<file path="src/rtl/spq_pkg.sv">
// Shared constants, codes and control structs for the sorted priority queue.
package spq_pkg;

    // Queue geometry
    localparam int QUEUE_DEPTH = 16;
    localparam int COUNT_W     = $clog2(QUEUE_DEPTH + 1);

    // Fixed field widths
    localparam int VALUE_W       = 32;
    localparam int ENTRY_COUNT_W = 5;
    localparam int STATUS_W      = 2;

    // Operation codes
    localparam logic MODE_PUSH = 1'b0;
    localparam logic MODE_POP  = 1'b1;

    // Status codes
    localparam logic [STATUS_W-1:0] STAT_OK        = 2'd0;
    localparam logic [STATUS_W-1:0] STAT_FULL      = 2'd1;
    localparam logic [STATUS_W-1:0] STAT_POP_EMPTY = 2'd2;

    // Controller to datapath
    typedef struct packed {
        logic                load;
        logic                push;
        logic                pop;
        logic                capture;
        logic [STATUS_W-1:0] status;
    } t_spq_cmd;

    // Datapath to controller
    typedef struct packed {
        logic mode_pop;
        logic full;
        logic empty;
    } t_spq_stat;

endpackage

</file>
<file path="src/rtl/spq_ctrl.sv">
// Sequencer for the sorted priority queue: input and output handshakes, operation issue.
module spq_ctrl
    import spq_pkg::*;
(
    input  logic      i_clk,
    input  logic      i_rst_n,
    input  logic      i_valid,
    output logic      o_stall,
    output logic      o_valid,
    input  logic      i_stall,
    input  t_spq_stat i_stat,
    output t_spq_cmd  o_cmd
);

    localparam logic S_IDLE = 1'b0;
    localparam logic S_EXEC = 1'b1;

    logic r_state, n_state;
    logic r_out_valid, n_out_valid;
    logic w_out_free;

    // Output slot is free when empty or being taken this cycle
    assign w_out_free = !r_out_valid || !i_stall;

    // Decode state into commands
    always_comb begin
        n_state      = r_state;
        n_out_valid  = r_out_valid && i_stall;
        o_cmd        = '0;
        o_cmd.status = STAT_OK;
        unique case (r_state)
            S_IDLE: begin
                if (i_valid) begin
                    o_cmd.load = 1'b1;
                    n_state    = S_EXEC;
                end
            end
            S_EXEC: begin
                if (w_out_free) begin
                    o_cmd.capture = 1'b1;
                    n_out_valid   = 1'b1;
                    n_state       = S_IDLE;
                    if (i_stat.mode_pop) begin
                        if (i_stat.empty) begin
                            o_cmd.status = STAT_POP_EMPTY;
                        end else begin
                            o_cmd.pop = 1'b1;
                        end
                    end else begin
                        if (i_stat.full) begin
                            o_cmd.status = STAT_FULL;
                        end else begin
                            o_cmd.push = 1'b1;
                        end
                    end
                end
            end
            default: begin
                n_state = S_IDLE;
            end
        endcase
    end

    // Hold state and output valid
    always_ff @(posedge i_clk) begin
        if (!i_rst_n) begin
            r_state     <= S_IDLE;
            r_out_valid <= 1'b0;
        end else begin
            r_state     <= n_state;
            r_out_valid <= n_out_valid;
        end
    end

    assign o_stall = (r_state != S_IDLE);
    assign o_valid = r_out_valid;

endmodule

</file>
<file path="src/rtl/spq_datapath.sv">
// Sorted entry chain, occupancy counter and result registers of the priority queue.
module spq_datapath
    import spq_pkg::*;
(
    input  logic                      i_clk,
    input  logic                      i_rst_n,
    input  logic                      i_mode,
    input  logic signed [VALUE_W-1:0] i_push_value,
    input  t_spq_cmd                  i_cmd,
    output t_spq_stat                 o_stat,
    output logic signed [VALUE_W-1:0] o_head_value,
    output logic                      o_is_empty,
    output logic [ENTRY_COUNT_W-1:0]  o_entry_count,
    output logic [STATUS_W-1:0]       o_status
);

    logic                      r_mode;
    logic signed [VALUE_W-1:0] r_value;
    logic signed [VALUE_W-1:0] r_entries [QUEUE_DEPTH];
    logic signed [VALUE_W-1:0] n_entries [QUEUE_DEPTH];
    logic [COUNT_W-1:0]        r_count, n_count;
    logic [QUEUE_DEPTH-1:0]    w_keep;
    logic                      w_head_lt;
    logic signed [VALUE_W-1:0] w_next_head;

    logic signed [VALUE_W-1:0] r_head_value;
    logic                      r_is_empty;
    logic [COUNT_W-1:0]        r_out_count;
    logic [STATUS_W-1:0]       r_status;

    // New value goes in front when the queue is empty or the head is smaller
    assign w_head_lt = (r_count == '0) || (r_entries[0] < r_value);

    // Mark entries that stay ahead of the insert point; sorted order makes this a prefix
    always_comb begin
        w_keep[0] = !w_head_lt;
        for (int k = 1; k < QUEUE_DEPTH; k++) begin
            w_keep[k] = !w_head_lt && (COUNT_W'(k) < r_count) && (r_entries[k] > r_value);
        end
    end

    // Per-cell next value: keep, take the new value, or shift
    always_comb begin
        for (int k = 0; k < QUEUE_DEPTH; k++) begin
            n_entries[k] = r_entries[k];
        end
        n_count = r_count;
        if (i_cmd.push) begin
            n_count = r_count + COUNT_W'(1);
            n_entries[0] = w_keep[0] ? r_entries[0] : r_value;
            for (int k = 1; k < QUEUE_DEPTH; k++) begin
                if (w_keep[k]) begin
                    n_entries[k] = r_entries[k];
                end else if (w_keep[k-1]) begin
                    n_entries[k] = r_value;
                end else begin
                    n_entries[k] = r_entries[k-1];
                end
            end
        end else if (i_cmd.pop) begin
            n_count = r_count - COUNT_W'(1);
            for (int k = 0; k < QUEUE_DEPTH - 1; k++) begin
                n_entries[k] = r_entries[k+1];
            end
        end
    end

    assign w_next_head = (n_count == '0) ? '0 : n_entries[0];

    // Latch the incoming beat
    always_ff @(posedge i_clk) begin
        if (i_cmd.load) begin
            r_mode  <= i_mode;
            r_value <= i_push_value;
        end
    end

    // Advance the entry chain
    always_ff @(posedge i_clk) begin
        for (int k = 0; k < QUEUE_DEPTH; k++) begin
            r_entries[k] <= n_entries[k];
        end
    end

    // Occupancy counter
    always_ff @(posedge i_clk) begin
        if (!i_rst_n) begin
            r_count <= '0;
        end else begin
            r_count <= n_count;
        end
    end

    // Capture the result beat
    always_ff @(posedge i_clk) begin
        if (i_cmd.capture) begin
            r_head_value <= w_next_head;
            r_is_empty   <= (n_count == '0);
            r_out_count  <= n_count;
            r_status     <= i_cmd.status;
        end
    end

    assign o_stat.mode_pop = (r_mode == MODE_POP);
    assign o_stat.full     = (r_count == COUNT_W'(QUEUE_DEPTH));
    assign o_stat.empty    = (r_count == '0);

    assign o_head_value  = r_head_value;
    assign o_is_empty    = r_is_empty;
    assign o_entry_count = ENTRY_COUNT_W'(r_out_count);
    assign o_status      = r_status;

endmodule

</file>
<file path="src/rtl/sorted_priority_queue.sv">
// Top level of the sorted max-first priority queue.
// An accepted beat is latched into the input registers; the execute state then
// updates the shared entry chain and captures the result. Accept and update alternate,
// so no new beat is taken meanwhile, and an unaccepted result holds the update.
// Reset: synchronous, active low; empties the queue and drops any pending result.
// Entry contents are not cleared, only the occupancy count.
module sorted_priority_queue
    import spq_pkg::*;
(
    input  logic                      i_clk,
    input  logic                      i_rst_n,
    input  logic                      i_valid,
    output logic                      o_stall,
    input  logic                      i_mode,
    input  logic signed [VALUE_W-1:0] i_push_value,
    output logic                      o_valid,
    input  logic                      i_stall,
    output logic signed [VALUE_W-1:0] o_head_value,
    output logic                      o_is_empty,
    output logic [ENTRY_COUNT_W-1:0]  o_entry_count,
    output logic [STATUS_W-1:0]       o_status
);

    t_spq_cmd  w_cmd;
    t_spq_stat w_stat;

    spq_ctrl u_ctrl (
        .i_clk   (i_clk),
        .i_rst_n (i_rst_n),
        .i_valid (i_valid),
        .o_stall (o_stall),
        .o_valid (o_valid),
        .i_stall (i_stall),
        .i_stat  (w_stat),
        .o_cmd   (w_cmd)
    );

    spq_datapath u_datapath (
        .i_clk         (i_clk),
        .i_rst_n       (i_rst_n),
        .i_mode        (i_mode),
        .i_push_value  (i_push_value),
        .i_cmd         (w_cmd),
        .o_stat        (w_stat),
        .o_head_value  (o_head_value),
        .o_is_empty    (o_is_empty),
        .o_entry_count (o_entry_count),
        .o_status      (o_status)
    );

endmodule

</file>
<file path="config.mk">
export PLATFORM = sky130hd
export DESIGN_NAME = sorted_priority_queue
export DESIGN_NICKNAME = d
export VERILOG_FILES = /design/src/rtl/spq_pkg.sv /design/src/rtl/spq_ctrl.sv /design/src/rtl/spq_datapath.sv /design/src/rtl/sorted_priority_queue.sv
export SDC_FILE = /design/constraint.sdc
export NUM_CORES = 2
export LEC_CHECK = 0
export ABC_AREA = 1
export BUFFER_PORTS_ARGS = -buffer_cell sky130_fd_sc_hd__buf_2
export CORE_MARGIN = 4
export CORE_UTILIZATION = 65
export DETAILED_ROUTE_END_ITERATION = 16
export GPL_ROUTABILITY_DRIVEN = 0
export PLACE_DENSITY_LB_ADDON = 0.12
export SLEW_MARGIN = 10
export SYNTH_ARGS = -nofsm -noshare
export SYNTH_HDL_FRONTEND = slang
export SYNTH_SLANG_ARGS = --single-unit
</file>
<file path="constraint.sdc">
create_clock -name i_clk -period 6.5 [get_ports i_clk]
set_clock_uncertainty 0.1 [all_clocks]
set_input_delay 0.65 -clock i_clk [delete_from_list [all_inputs] [get_ports i_clk]]
set_output_delay 0.65 -clock i_clk [all_outputs]
set_load 0.05 [all_outputs]
</file>
Word level (Yosys, flattened, before mapping)
Memory sizes are Yosys's and may differ from the RTL's. Index checks and enable logic that the tools add are counted.

Memories kept: 1. Memory bits (writable): 512. Latch bits: 0. Input port bits: 37. Memory bits (read-only): 0. Output and inout port bits: 42. Logic and storage cells: 135. Bits in registers: 80.

Magnitude comparators: 31. Eq/ne operators: 1. Reduce and logical (&&, ||, !) cells: 39. Shift-type cells: 0. Multiplexer cells: 51. Div/mod/pow operators: 0. Multipliers: 0. Bitwise gates (word level): 1. Add/sub/neg operators: 2.

Memory list: u_datapath.r_entries (words 16, bits a word 32, rd ports 16, clocked after Yosys merged registers in 0, wr ports 16, RTL line spq_datapath.sv:19) `logic signed [VALUE_W-1:0] r_entries [QUEUE_DEPTH];`.

Operator list (count): $mux W32 (32); $mux W480 (2); $gt A32 B32 Y1 (15); $lt A4 B5 Y1 const A (8); $lt A32 B32 Y1 (1); $logic_and A1 B1 Y1 (31); $lt A3 B5 Y1 const A (4); $mux W5 (4); $logic_not A5 Y1 (2); $lt A2 B5 Y1 const A (2); $mux W1 (10); $add A5 B1 Y5 const B (1); $eq A5 B5 Y1 const B (1); $lt A1 B5 Y1 const A (1); $sub A5 B1 Y5 const B (1); $mux W2 (2); $logic_not A1 Y1 (3); $logic_or A1 B1 Y1 (2); $pmux W1 S2 (1); $reduce_and A2 Y1 (1); $not A1 Y1 (1).

Logic depth before layout (Yosys ltp)
An unclocked memory read counts as a cell.

Depth after elaboration: 9. Mapped depth: 22. Gate-level depth less buffers: 19.

Modules after synthesis
Synthesis repeated with hierarchy kept, for this count alone.

Cells, all modules: 5382. Area total of the unflattened synthesis: 43284.0 µm².

Modules (own cells, without submodules): spq_datapath (cells an instance 5363, times used 1, seq. area each 17346.6 µm², area an instance 43167.7 µm²); spq_ctrl (cells an instance 19, times used 1, seq. area each 40.0 µm², area an instance 116.4 µm²).

Worst setup path after synthesis
OpenSTA, ideal clock, no wires.

Kind: flip-flop to flip-flop. Start: register u_datapath.r_value[21] (netlist name). End: memory u_datapath.r_entries[5][0] (netlist: u_datapath.r_entries[0][160]) (enable). Path buffers: 4. Stages on the path, launching flop included: 16. Arrival time: 5.170 ns. Period minus slack after synthesis: 5.735 ns. Path slack: 0.765 ns. Setup time: 0.466 ns. Data required time: 5.934 ns. Cell sequence: edfxtp_1 > inv_1 > clkbuf_1 > ha_1 > a21oi_1 > nor2_1 > nor2_1 > nand3_1 > a21oi_1 > nand3_2 > nand3_2 > buf_6 > nor2_1 > buf_2 > buf_4 > o21ai_0.

RTL lines (RTL line): end: declaration (spq_datapath.sv:19).

==> impl_metrics.env <==
export IMPL_status="finished, final reports clean"
export IMPL_grt_use_met3=0.0782
export IMPL_first_global_vias=36900
export IMPL_rsz0062_at_grt="false"
export IMPL_final_cells=6200
export IMPL_floorplan_initialDensity=0.661
export IMPL_yosys_warnings=0
export IMPL_place_ws_ns=1.41
export IMPL_total_power_mw=12.1
export IMPL_ys_types=41
export IMPL_ys_ff_latch=592
export IMPL_p_int_mw=7.90
export IMPL_fin_tns_setup_ns=0
export IMPL_cp_end_kind="flop"
export IMPL_dp_hpwl_um=95700
export IMPL_dieArea_mm2=0.0702
export IMPL_die_width_um=265
export IMPL_finalSetupViolCount=0
export IMPL_leakagePower_nw=20.5
export IMPL_postRouteAntennaNets=0
export IMPL_ys_flop_type="edfxtp_1"
export IMPL_pwr_share_seq=0.412
export IMPL_nets=5840
export IMPL_synthCells=5340
export IMPL_critical_path_class="reg -> reg"
export IMPL_use_met2=0.562
export IMPL_drc=0
export IMPL_grt_max_degree=175
export IMPL_cts_tree="done"
export IMPL_nFillCells=5169
export IMPL_multi_input_area_mm2=0.0230
export IMPL_cts_path_max_buffers=3
export IMPL_relSlewSlack=0.171
export IMPL_period_share=0.820
export IMPL_syn_nets=5891
export IMPL_path_max_fanout=34
export IMPL_min_path_type="in -> reg"
export IMPL_r2r_start="u_datapath.r_value[3]"
export IMPL_cts_hold_buf=0
export IMPL_worstPathArrival_ns=5.72
export IMPL_crit_start="u_datapath.r_value[3]"
export IMPL_routed_wl_um=142000
export IMPL_cts_buffers=70
export IMPL_power_frac_comb=0.253
export IMPL_period_minus_slack_ns=5.33
export IMPL_cp_start_kind="flop"
export IMPL_maxCapViolCount=0
export IMPL_path_clk_slew_ns=0.07
export IMPL_synth_yosys_seq_area_share=0.405
export IMPL_cts_resized=0
export IMPL_h_tree_depth=3
export IMPL_report_final_hold_viol_count=0
export IMPL_grt_pass1_wl_um=216000
export IMPL_syn_avg_cell_area_um2=8.04
export IMPL_slew_violations=0
export IMPL_final_layout_size_suffix_gt1_frac=0.0584
export IMPL_vias=39900
export IMPL_grt_antenna_before_repair=1
export IMPL_vias_per_cell=6.43
export IMPL_ir_drop_uv=287
export IMPL_port_buffers=78
export IMPL_final_util=0.713
export IMPL_gr_max_usage_layer="met1"
export IMPL_core_area_mm2=0.0649
export IMPL_clockRootBuffer="clkbuf_16"
export IMPL_power_density_mw_per_mm2=261
export IMPL_sw_frac_of_total=0.347
export IMPL_syn2layout_area_growth_pct=7.92
export IMPL_cts_num_sinks=592
export IMPL_synth_edff_count=553
export IMPL_placedCellCount=6072
export IMPL_antenna_cells=0
export IMPL_hp_start="i_push_value[9]"
export IMPL_synthArstFlopShare=0
export IMPL_fp_dieH_um=265
export IMPL_synthesis_area_mm2=0.0429
export IMPL_cp_required_ns=6.89
export IMPL_gr_total_overflow=0
export IMPL_seqCellArea_mm2=0.0174
export IMPL_clock_latency_ns=0.64
export IMPL_clkPwrFrac=0.335
export IMPL_io_pins=79
export IMPL_num_rows=93
export IMPL_first_pass_iters=7
export IMPL_worst_pin_slew_ns=1.24
export IMPL_grtUsageTotal=0.393
export IMPL_max_freq_mhz=188
export IMPL_fin_ws_ns=1.17
export IMPL_post_cts_setup_buffer_count=0
export IMPL_p_sw_mw=4.20
export IMPL_drt_initial_drc_count=5634
export IMPL_wl_per_cell_um=22.9
export IMPL_met1_usage=0.567
==> cells by family (layout without fill, tap and decap cells) <==
kind of cell | after synthesis | count (layout) | share of synthesized area
AO/OA/AOI/OAI | 891 | 891 | 0.122
AND/OR/NAND/NOR | 2660 | 2660 | 0.259
adder cells (fa/ha/maj) | 514 | 514 | 0.150
buffers and inverters | 680 | 685 | 0.0637
flip-flops | 592 | 592 | 0.405
XOR/XNOR | 3 | 3 | 0.000612
==> per-stage QoR <==
stage / area, um^2 / hold WS, ns
detailed placement: 44000 / 0.385
floorplan: 42900 / 0.387
CTS: 46300 / 0.0636
global route: 46300 / 0.0743
finish: 46300 / 0.0852
global placement: 44000 / 0.380
==> layout by cell type, fill, tap and decap left out, types with 10 or more instances in the layout <==
master / instances
clkbuf_16: 72
a22oi_1: 33
nand3_1: 566
o211ai_1: 11
nand2_1: 1723
a21oi_1: 320
edfxtp_1: 553
dfxtp_1: 39
inv_1: 383
clkinv_1: 22
nor3_1: 23
ha_1: 514
nor2_1: 208
nand3b_1: 16
o21ai_0: 205
o21ai_2: 10
o21ai_1: 44
nand4_1: 82
a31oi_1: 10
buf_4: 89
buf_2: 78
o21bai_1: 218
o21a_1: 24
nor4_1: 10
clkbuf_1: 11
==> power groups by stage <==
stage	clock [mW]	combinational [mW]	sequential [mW]
after detailed placement	0	2.95	5.03
after CTS	4.06	2.98	4.96
final	4.05	3.06	4.99
after global placement	0	2.86	5.03
after global routing	4.22	3.37	5.00
after floorplan	0	2.06	5.02
==> Yosys cell counts, types with 4 or more instances <==
| library cell | number | share of area |
|---|---|---|
| nand2_1 | 1723 | 0.15 |
| nand3_1 | 566 | 0.066 |
| edfxtp_1 | 553 | 0.39 |
| ha_1 | 514 | 0.15 |
| inv_1 | 384 | 0.034 |
| a21oi_1 | 322 | 0.038 |
| o21bai_1 | 218 | 0.038 |
| o21ai_0 | 215 | 0.025 |
| nor2_1 | 214 | 0.019 |
| clkbuf_1 | 182 | 0.016 |
| nand4_1 | 82 | 0.012 |
| buf_2 | 72 | 0.0084 |
| o21ai_1 | 44 | 0.0051 |
| dfxtp_1 | 39 | 0.018 |
| a22oi_1 | 33 | 0.0058 |
| o21a_1 | 24 | 0.0042 |
| nor3_1 | 23 | 0.0027 |
| buf_1 | 22 | 0.0019 |
| nand3b_1 | 16 | 0.0028 |
| a31oi_1 | 14 | 0.0020 |
| o211ai_1 | 11 | 0.0019 |
| buf_4 | 10 | 0.0017 |
| nor4_1 | 10 | 0.0015 |
| buf_6 | 7 | 0.0018 |
| nor2_2 | 7 | 0.0010 |
| nand2_2 | 5 | 0.00073 |
| nand3_2 | 4 | 0.00093 |
==> routing by layer <==
layer	wire, um	up-vias	share of wire
met5	13	-	0.000091
met4	8870	2	0.062
met3	19500	454	0.14
met2	58500	2865	0.41
met1	55300	18300	0.39
li1	-	18300	-
==> state kept, by name (all words and copies together), names as in the netlist, 2 cells and up <==
| register | cells |
|---|---|
| u_datapath.o_status | 2 |
| u_datapath.o_head_value | 32 |
| u_datapath.r_value | 32 |
| u_datapath.r_entries | 512 |
| u_datapath.r_count | 5 |
| u_datapath.o_entry_count | 5 |
==> critical path: stages (launching register included) <==
cell and delay, ns:
edfxtp_1 0.40, inv_1 0.56, ha_1 0.38, a21oi_1 0.18, nand2_1 0.08, nand2_1 0.05, nand2_1 0.05, nand2_1 0.06
nand2_1 0.05, nand2_1 0.09, nand2_1 0.07, nand2_2 0.36, buf_4 0.34, nand3_4 0.41, nor2_4 0.20, buf_4 0.40
nand2_1 0.85, nand2_1 0.31, nand3_1 0.10, nand2_1 0.10
==> area by class of cell <==
type	count	share of cell area
flip-flops and latches	592	0.375
repair buffers	170	0.0241
clock inverters	44	0.00991
multi-input cells	4068	0.496
clock buffers	84	0.0401
inverters	387	0.0317
well taps	855	0.0231
==> path summary, 6_finish.rpt <==
path	endpoint	slack, ns	depth (start not counted)
worst max register to register	u_datapath.r_entries[1][79]	1.17	19
worst max-delay path	u_datapath.r_entries[1][79]	1.17	19
worst min-delay path	u_datapath.r_value[9]	0.09	1
worst min register to register	u_ctrl.o_valid	0.40	2
(Power assumes the default switching activity.)
